<file path="src/hw/rtl/ssl_pkg.sv">
// Shared types, sizes and codes for the sorted score list.
package ssl_pkg;

   localparam int CAPACITY = 32;
   localparam int ID_BITS  = 16;
   localparam int IDX_W    = $clog2(CAPACITY);
   localparam int CNT_W    = $clog2(CAPACITY + 1);

   // command codes
   localparam logic [2:0] CMD_INSERT = 3'd0;
   localparam logic [2:0] CMD_REMOVE = 3'd1;
   localparam logic [2:0] CMD_CLEAR  = 3'd2;
   localparam logic [2:0] CMD_UPDATE = 3'd3;
   localparam logic [2:0] CMD_READ   = 3'd4;

   // result status codes
   localparam logic [2:0] STS_DONE     = 3'd0;
   localparam logic [2:0] STS_FULL     = 3'd1;
   localparam logic [2:0] STS_NOTFOUND = 3'd2;
   localparam logic [2:0] STS_ENTRY    = 3'd3;
   localparam logic [2:0] STS_EMPTY    = 3'd4;

   typedef struct packed {
      logic [2:0]         command;
      logic [15:0]        entry_id;
      logic signed [31:0] score_in;
      logic signed [31:0] cand_a;
      logic signed [31:0] cand_b;
      logic signed [31:0] post_self;
      logic signed [31:0] post_next;
   } req_type;

   typedef struct packed {
      logic [2:0]         status;
      logic [15:0]        out_id;
      logic signed [31:0] out_score;
      logic [5:0]         out_count;
      logic               last;
   } rsp_type;

   // datapath operations issued by the controller
   typedef enum logic [2:0] {
      OP_IDLE,
      OP_LOAD,
      OP_SUM,
      OP_REMOVE,
      OP_INSERT,
      OP_CLEAR,
      OP_REPLY,
      OP_READ
   } ssl_op_type;

   typedef struct packed {
      ssl_op_type op;
      logic       emit;
   } ctrl_cmd_type;

   typedef struct packed {
      logic rd_last;
   } dp_stat_type;

endpackage

</file>
<file path="src/hw/rtl/ssl_ctrl.sv">
// Controller: command sequencing and result valid.
module ssl_ctrl import ssl_pkg::*; (
   input  logic         clock,
   input  logic         reset,
   input  logic         req_valid,
   input  logic [2:0]   req_command,
   output logic         req_stall,
   output logic         rsp_valid,
   input  logic         rsp_stall,
   input  dp_stat_type  stat,
   output ctrl_cmd_type cmd
);

   typedef enum logic [2:0] {
      S_IDLE,
      S_SUM,
      S_REMOVE,
      S_INSERT,
      S_SINGLE,
      S_READ
   } ctrl_state_type;

   ctrl_state_type state_ff, state_in;
   logic           upd_ff, upd_in;
   logic           clr_ff, clr_in;
   logic           rsp_valid_ff, rsp_valid_in;
   logic           out_free;

   // result register can take a new transaction
   assign out_free = !rsp_valid_ff || !rsp_stall;

   always_comb begin
      state_in     = state_ff;
      upd_in       = upd_ff;
      clr_in       = clr_ff;
      rsp_valid_in = rsp_valid_ff && rsp_stall;
      cmd.op       = OP_IDLE;
      cmd.emit     = 1'b0;
      case (state_ff)
         S_IDLE: begin
            if (req_valid) begin
               cmd.op = OP_LOAD;
               upd_in = req_command == CMD_UPDATE;
               clr_in = req_command == CMD_CLEAR;
               case (req_command)
                  CMD_INSERT: state_in = S_INSERT;
                  CMD_REMOVE: state_in = S_REMOVE;
                  CMD_UPDATE: state_in = S_SUM;
                  CMD_READ:   state_in = S_READ;
                  default:    state_in = S_SINGLE;
               endcase
            end
         end
         S_SUM: begin
            cmd.op   = OP_SUM;
            state_in = S_REMOVE;
         end
         S_REMOVE: begin
            if (upd_ff) begin
               cmd.op   = OP_REMOVE;
               state_in = S_INSERT;
            end else if (out_free) begin
               cmd.op       = OP_REMOVE;
               cmd.emit     = 1'b1;
               rsp_valid_in = 1'b1;
               state_in     = S_IDLE;
            end
         end
         S_INSERT: begin
            if (out_free) begin
               cmd.op       = OP_INSERT;
               cmd.emit     = 1'b1;
               rsp_valid_in = 1'b1;
               state_in     = S_IDLE;
            end
         end
         S_SINGLE: begin
            if (out_free) begin
               cmd.op       = clr_ff ? OP_CLEAR : OP_REPLY;
               cmd.emit     = 1'b1;
               rsp_valid_in = 1'b1;
               state_in     = S_IDLE;
            end
         end
         S_READ: begin
            if (out_free) begin
               cmd.op       = OP_READ;
               cmd.emit     = 1'b1;
               rsp_valid_in = 1'b1;
               if (stat.rd_last) begin
                  state_in = S_IDLE;
               end
            end
         end
         default: begin
            state_in = S_IDLE;
         end
      endcase
   end

   always_ff @(posedge clock) begin
      if (reset) begin
         state_ff     <= S_IDLE;
         upd_ff       <= 1'b0;
         clr_ff       <= 1'b0;
         rsp_valid_ff <= 1'b0;
      end else begin
         state_ff     <= state_in;
         upd_ff       <= upd_in;
         clr_ff       <= clr_in;
         rsp_valid_ff <= rsp_valid_in;
      end
   end

   assign req_stall = state_ff != S_IDLE;
   assign rsp_valid = rsp_valid_ff;

endmodule

</file>
<file path="config.mk">
export PLATFORM = sky130hd
export DESIGN_NAME = ssl_ctrl
export DESIGN_NICKNAME = d
export VERILOG_FILES = /design/src/hw/rtl/ssl_pkg.sv /design/src/hw/rtl/ssl_ctrl.sv
export SDC_FILE = /design/constraint.sdc
export NUM_CORES = 1
export LEC_CHECK = 0
export BUFFER_PORTS_ARGS = -buffer_cell sky130_fd_sc_hd__buf_2
export CORE_AREA = 4 4 41 43
export DETAILED_ROUTE_END_ITERATION = 8
export DIE_AREA = 0 0 45 47
export GPL_TIMING_DRIVEN = 0
export SYNTH_ARGS = -nofsm -noshare
export SYNTH_HDL_FRONTEND = slang
export SYNTH_SLANG_ARGS = --single-unit
</file>
<file path="constraint.sdc">
create_clock -name clock -period 1.4 [get_ports clock]
set_clock_uncertainty 0.15 [all_clocks]
set_input_delay 0.21 -clock clock [delete_from_list [all_inputs] [get_ports clock]]
set_output_delay 0.21 -clock clock [all_outputs]
set_load 0.05 [all_outputs]
</file>
## After elaboration in Yosys (flattened, before gate mapping)

Cells that the tools add are included.

| word-level totals | value |
|---|---|
| bits in registers | 6 |
| output and inout bits | 6 |
| bits of input ports | 8 |
| word-level logic and storage cells | 47 |

| cells by class | value |
|---|---|
| eq/ne operators | 12 |
| mux-type cells | 20 |
| reduce and logical (&&, ||, !) cells | 11 |

Operators with widths:

| operator | count |
|---|---|
| $mux W3 | 6 |
| $pmux W3 S6 | 1 |
| $pmux W3 S5 | 1 |
| $eq A3 B2 Y1 const B | 4 |
| $mux W4 | 3 |
| $pmux W3 S4 | 1 |
| $eq A3 B3 Y1 const B | 3 |
| $eq A3 B1 Y1 const B | 2 |
| $logic_not A3 Y1 | 2 |
| $ne A2 B2 Y1 const B | 3 |
| $mux W1 | 4 |
| $mux W2 | 2 |
| $pmux W1 S4 | 1 |
| $reduce_and A3 Y1 | 1 |
| $reduce_bool A3 Y1 | 1 |
| $reduce_or A3 Y1 | 1 |
| $logic_not A1 Y1 | 2 |
| $pmux W1 S2 | 1 |
| $reduce_and A2 Y1 | 1 |
| $reduce_or A2 Y1 | 1 |
| $logic_and A1 B1 Y1 | 1 |
| $logic_or A1 B1 Y1 | 1 |

## Depth between registers and ports, before layout

Gate-level depths: netlist (run 1).

| logic depth | value |
|---|---|
| depth after elaboration | 5 |
| gate-level depth with buffers | 5 |
| gate-level depth less buffers | 4 |

## Least setup slack after synthesis (run 1)

No wires, ideal clock.

| timing | value |
|---|---|
| path type | register to output |
| start | register rsp_valid_ff (netlist: rsp_valid) |
| end | output port cmd[1] (netlist bit) |
| required time | 1.040 ns |
| path buffers | 0 |
| arrival | 2.094 ns |
| path slack | -1.054 ns |
| stages on the path, launching flop included | 4 |
| cell sequence | dfxtp_1 nand2_1 nand2_1 o32ai_1 |

RTL lines:

| what | line | RTL |
|---|---|---|
| start, declared | ssl_ctrl.sv:26 | `logic rsp_valid_ff, rsp_valid_in;` |
| start signal, assigned | ssl_ctrl.sv:111 | `rsp_valid_ff <= rsp_valid_in;` |
| end, declared | ssl_ctrl.sv:11 | `output ctrl_cmd_type cmd` |

==> summary.md, run 1 <==
| Metric | Value |
|---|---|
| Critical Path RT | `1040 ps` |
| Synth Area in Compound Gates | `between 30% and 40%` |
| P&R area growth vs syn | `94.1%` |
| Layout cells sized above 1 | `62.2%` |
| Critical path type | `register to output port` |
| Register share of total power | `between 20 and 25%` |
| Critical Path Fanout Max | `4` |
| Distinct cells, synth | `27` |
| Internal power | `approximately 0.5 mW` |
| Worst hold path type | `input port to register` |
| Crit path max-delay cell type | `dfxtp_2` |
| I/O Buffers | `13` |
| Failing checks | `setup timing` |
| Clk pwr share | `approximately 20%` |
| Final slew viol count | `0` |
| Peak VDD IR | `about 670 µV` |
| Placed Area | `609 µm²` |
| Total wire length | `1.50 mm` |
| Status | `complete, but fails checks` |
| Largest net degree at the start of global routing | `11` |
| Congestion Overflow GR | `0` |
| Vias per inst | `5.63` |
| Net Sw Frac | `39.6%` |
| Commonest non-fill, non-tap cell in the layout | `buf_6` |
| Net Count, Synth | `68` |
| Combinational power share | `55.5%` |
| Worst setup EP type | `output port` |
| Least-Margin Pin Slew | `248 ps` |
| H-tree Lvls | `1` |
| Chip Height | `47 µm` |
| CP cell instances | `buf_6 -> buf_4 -> and2b_2 -> a21oi_4 -> a21oi_4 -> buf_6` |
| Residual DRC | `0` |
| First-pass GRT wire length | `2.40 mm` |
| # nets final | `99` |
| Critical Path Source Type | `register` |
| Sequential share of the synthesized area | `26.9%` |
| Post-synthesis adder-cell area fraction | `0%` |
| Ports | `14` |
| # hold bufs at CTS | `0` |
| Layout Utilization | `66.6%` |
| Warnings, synthesis | `0` |
| Vias | `591` |
| Die width | `45 µm` |
| Skew-Pair Late Insertion Delay | `240 ps` |
| Final Hold Fails | `0` |
| Clock Sink Count | `6` |
| Die area | `2120 µm²` |
| Detailed Route Iter0 Violations | `12` |
| WHS | `62.3 ps` |
| Antenna viol nets, final | `0` |
| Setup slack after layout | `-368 ps` |
| Num CTS Buffers | `3` |
| Synthesized area | `447 µm²` |
| Clk root buf | `clkbuf_4` |
| Drt wl/cell | `14.3 µm` |
| Simple-Gate Fraction of Synth Area | `32.5%` |
| Tot Pwr | `0.840 mW` |
| Critical Path AT | `1410 ps` |
| Synth Register Bits | `6` |
| Vias in the first global route | `around 550` |
| Initial Utilization | `34.3%` |
| Switching power | `approximately 0.33 mW` |
| Synthesized area per cell | `7.44 µm²` |
| Initial antenna violation count | `0` |
| RSZ-0062 raised after global routing | `true` |
| Final GP Congestion | `0.826` |
| Final period util | `126%` |
| Mapped Cells | `60` |
| Core region area | `1300 µm²` |
| Final setup fails | `10` |
| Post-synthesis mux area share | `2.52%` |
| Gr usage total | `16.1%` |
| N_diodes | `0` |
| Most frequent cells in the layout | `11 x buf_6, 8 x buf_2, 7 x buf_4` |
| TritonCTS clock tree | `built` |
| DPL Wire Length | `about 930 µm` |
| Max Root-Sink Buffers | `2` |
| Largest family of logic cells by synthesized area | `simple AND/OR/NAND/NOR gates` |
| DR pass1 iterations | `4` |
| F_max | `566 MHz` |
| Design Area, Final | `867 µm²` |
| Xor/xnor share of the synthesized area | `0%` |
| Max-cap viol count | `0` |
| Final worst path period need | `1770 ps` |
| Fill cells | `104` |
| Pwr dens | `968 nW/µm²` |
| Max-slew headroom | `83.6%` |
| Slowest stage delay, CP | `around 320 ps` |
| Reg clk slew, reported paths | `50 ps` |
| Num rows | `13` |
| Leak pwr | `0.354 nW` |
-- synth_stat cells (all sizes together) --
library cell	instances	share of area (%)
a211o	3	5.9
a21o	1	1.7
a21oi	10	11
a2bb2oi	1	2.0
and2b	1	1.7
buf	1	2.5
clkbuf	2	1.7
dfxtp	6	27
inv	3	2.5
mux2	1	2.5
nand2	7	6.4
nand2b	1	1.4
nand3	3	3.4
nand3b	1	1.7
nor2	6	5.0
nor2b	2	2.8
nor3	2	4.8
o21ai	1	1.1
o22ai	1	1.4
o311ai	1	2.0
o32a	1	2.2
o32ai	2	3.9
or2	1	1.4
or2b	1	1.7
or4b	1	2.2
-- registers in the layout (all words and copies together), names as in the netlist --
| signal | count |
|---|---|
| clr_ff | 1 |
| upd_ff | 1 |
| rsp_valid | 1 |
| state_ff | 3 |
-- layout make-up --
| type | count | area, µm² | area share, % |
|---|---|---|---|
| Timing Repair Buffer | 26 | 220 | 25.4 |
| Tap cell | 15 | 18.8 | 2.16 |
| Multi-Input combinational cell | 48 | 423 | 48.8 |
| Clock buffer | 4 | 26.3 | 3.03 |
| Sequential cell | 6 | 128 | 14.7 |
| Inverter | 3 | 11.3 | 1.30 |
| Buffer | 3 | 40.0 | 4.62 |
-- through the flow --
step / setup WS [ps] / setup TNS [ps] / instances
CTS: -391 / -2130 / 103
detailed placement: -304 / -1060 / 88
global route: -419 / -3300 / 105
global placement: -311 / -1050 / 88
floorplan: -235 / -637 / 60
finish: -368 / -2680 / 105
-- power groups by stage --
stage / Sequential (mW) / Combinational [mW] / Clock (mW)
4_1_cts: 0.203 / 0.418 / 0.173
3_3_place_gp: 0.206 / 0.316 / 0
3_5_place_dp: 0.206 / 0.316 / 0
5_1_grt: 0.207 / 0.494 / 0.195
2_1_floorplan: 0.215 / 0.240 / 0
6_report: 0.205 / 0.466 / 0.168
-- layer usage --
layer,wire length [µm],track usage (%),vias to the layer above
li1,-,-,277
met1,565,18.3,286
met2,798,26.8,26
met3,116,5.36,2
met4,20,8.19,0
met5,0,0,-
-- logic make-up (layout without fill, tap and decap cells) --
| kind of cell | count (synthesis) | after routing |
|---|---|---|
| AOI/OAI and AO/OA | 21 | 21 |
| buffers and inverters | 6 | 36 |
| DFF | 6 | 6 |
| muxes | 1 | 1 |
| and+or+nand+nor | 26 | 26 |
-- what timing repair did --
item / CTS / global route
buffers inserted: 10 / 3
gates resized for setup: 26 / 14
gates cloned: 1 / 0
setup endpoints to repair: 9 / 11
pin swaps: 6 / 5
-- final timing paths --
kind                                                from  depth (start not counted)  slack [ps]                    to
worst min register to register       clr_ff$_SDFFE_PP0P_                          2         380   clr_ff$_SDFFE_PP0P_
worst min-delay path                               reset                          2          60  rsp_valid$_SDFF_PP0_
worst max-delay path            state_ff[1]$_SDFFE_PP0P_                          6        -370                cmd[0]
worst max register to register  state_ff[1]$_SDFFE_PP0P_                          7        -340   clr_ff$_SDFFE_PP0P_
-- worst max-delay path, delay by kind of cell (launching register included) --
kind	cells	cell delay (ps)
buffers and inverters	3	400
flip-flops	1	320
AND/OR/NAND/NOR	1	270
AO/OA/AOI/OAI	2	180
Note: power is estimated with default switching activity, not from simulation.
==> run 2, diff against run 1 <==
--- a/config.mk
+++ b/config.mk
@@ -5,10 +5,10 @@
 export SDC_FILE = /design/constraint.sdc
 export NUM_CORES = 1
 export LEC_CHECK = 0
-export BUFFER_PORTS_ARGS = -buffer_cell sky130_fd_sc_hd__buf_2
 export CORE_AREA = 4 4 41 43
 export DETAILED_ROUTE_END_ITERATION = 8
 export DIE_AREA = 0 0 45 47
+export DONT_BUFFER_PORTS = 1
 export GPL_TIMING_DRIVEN = 0
 export SYNTH_ARGS = -nofsm -noshare
 export SYNTH_HDL_FRONTEND = slang
==> run 2 against run 1 <==
The flow still finishes with violations (setup timing); final cell count decreased by 12%; clock power increased by 7%; utilization shrank 4.3 points; first-iteration DRC count decreased by 25%; die area stayed put; worst setup slack got worse by 140 ps; sequential power is 7% higher; cell area shrank 6.5%; sequential share of layout area rose by 1.6 points; hold slack lost 49 ps; register-to-register slack got worse by 100 ps; combinational power fell by 17%; critical path type unchanged; largest cell class unchanged.
==> summary.md, run 2 (same netlist as run 1, synthesis figures left out) <==
| Metric | Value |
|---|---|
| F_max | `roughly 520 MHz` |
| Met2 Use GR | `between 20% and 30%` |
| Critical path type | `register to output port` |
| Peak VDD IR | `771 µV` |
| TritonCTS clock tree | `built` |
| Critical Path Source Type | `register` |
| Vias per inst | `5.71` |
| Worst hold path type | `input port to register` |
| Initial antenna violation count | `0` |
| N_diodes | `0` |
| Reg clk slew, reported paths | `60 ps` |
| Placed Area | `about 540 µm²` |
| Leak pwr | `0.279 nW` |
| Register share of total power | `27.8%` |
| Final Instance Count excl. Fillers | `92` |
| Residual DRC | `0` |
| DR pass1 iterations | `4` |
| Setup TNS | `-3010 ps` |
| Clock Sink Count | `6` |
| Internal power | `0.454 mW` |
| # nets final | `86` |
| Setup slack after layout | `-510 ps` |
| Status | `complete, but fails checks` |
| H-tree Lvls | `1` |
| Gr usage total | `15.8%` |
| Core region area | `about 1300 µm²` |
| Vias in the first global route | `541` |
| Fill cells | `119` |
| I/O Buffers | `0` |
| Net Sw Frac | `42.3%` |
| Final setup fails | `9` |
| DPL Wire Length | `878 µm` |
| Met3 GRT Util | `5.75%` |
| Critical Path Fanout Max | `3` |
| Initial Utilization | `34.3%` |
| Max-slew headroom | `60.7%` |
| Most frequent cells in the layout | `8 x buf_4, 5 x nand2_1, 4 x a21oi_2` |
| Pwr dens | `971 nW/µm²` |
| Tot Pwr | `0.787 mW` |
| Final slew viol count | `0` |
| GRT met1 Usage | `17.4%` |
| RSZ-0062 raised after global routing | `true` |
| Layout cells sized above 1 | `58.4%` |
| Largest register FFs | `3` |
| Critical Path AT | `1550 ps` |
| Max-cap viol count | `0` |
| Post-place setup slack | `-282 ps` |
| Antenna viol nets, final | `0` |
| First-pass GRT wire length | `2.41 mm` |
| Failing checks | `setup timing` |
| Design Area, Final | `811 µm²` |
| Die width | `between 40 and 50 µm` |
| Final GP Congestion | `0.830` |
| Max Root-Sink Buffers | `2` |
| Ports | `14` |
| Detailed Route Iter0 Violations | `9` |
| Congestion Overflow GR | `0` |
| P&R area growth vs syn | `81.5%` |
| Final period util | `136%` |
| Clk pwr share | `22.9%` |
| Placed instance count | `75` |
| Critical Path RT | `about 1000 ps` |
| Gr busiest metal | `met2` |
| Skew-Pair Late Insertion Delay | `260 ps` |
| Final Hold Fails | `0` |
| Commonest non-fill, non-tap cell in the layout | `buf_4` |
| Chip Height | `47 µm` |
| Clk root buf | `clkbuf_4` |
| Largest net degree at the start of global routing | `11` |
| Drt wl/cell | `17.2 µm` |
| Biggest register | `state_ff` |
| Num rows | `13` |
| Switching power | `0.333 mW` |
| Worst setup EP type | `output port` |
| Combinational power share | `49.3%` |
| Num CTS Buffers | `3` |
| Total wire length | `1.59 mm` |
| Least-Margin Pin Slew | `593 ps` |
| Die area | `2120 µm²` |
| Vias | `approximately 530` |
| Final worst path period need | `1910 ps` |
## run 2: critical path: stages (launching register included)
cell and delay (ps):
dfxtp_4 350, buf_8 110, or2b_1 250, o32ai_4 570
## run 2: final cells by class
class / instances / area [µm²] / share of cell area, %
Buffer: 2 / 28.8 / 3.55
Clock buffer: 4 / 26.3 / 3.24
Inverter: 3 / 15.0 / 1.85
Multi-Input combinational cell: 48 / 455 / 56.2
Sequential cell: 6 / 133 / 16.4
Tap cell: 15 / 18.8 / 2.31
Timing Repair Buffer: 14 / 134 / 16.5
## run 2: worst paths after layout
check / from / to / slack, ps / depth (start not counted)
setup / recovery: state_ff[2]$_SDFFE_PP0P_ / cmd[2] / -510 / 3
hold / removal: req_command[2] / clr_ff$_SDFFE_PP0P_ / 10 / 2
setup reg to reg: state_ff[1]$_SDFFE_PP0P_ / state_ff[1]$_SDFFE_PP0P_ / -440 / 5
hold reg to reg: clr_ff$_SDFFE_PP0P_ / clr_ff$_SDFFE_PP0P_ / 370 / 2
## run 2: what timing repair did
action,in CTS,in global routing
gates resized for setup,12,21
cloned,0,0
hold buffers,1,1
pin swaps,6,12
setup endpoints to repair,8,11
endpoints found under the hold margin,5,1
buffers inserted,9,3
## run 2: power groups by stage
| stage | logic (mW) | clock network [mW] | registers, mW |
|---|---|---|---|
| final | 0.388 | 0.180 | 0.219 |
| after global routing | 0.410 | 0.198 | 0.222 |
| after CTS | 0.324 | 0.175 | 0.213 |
| after detailed placement | 0.262 | 0 | 0.218 |
| after global placement | 0.262 | 0 | 0.218 |
| after floorplan | 0.240 | 0 | 0.215 |
## run 2: routing by layer
metal	vias to the layer above	part of all wire, %
li1	254	-
met1	245	40
met2	22	50
met3	4	7.5
met4	0	2.0
met5	-	0
## run 2: stage by stage
step | utilization (%) | hold slack [ps]
6_report | 62.3 | 13.3
5_1_grt | 62.3 | 11.3
4_1_cts | 53.9 | -18.0
3_5_place_dp | 41.8 | 123
3_3_place_gp | 41.8 | 123
2_1_floorplan | - | 119
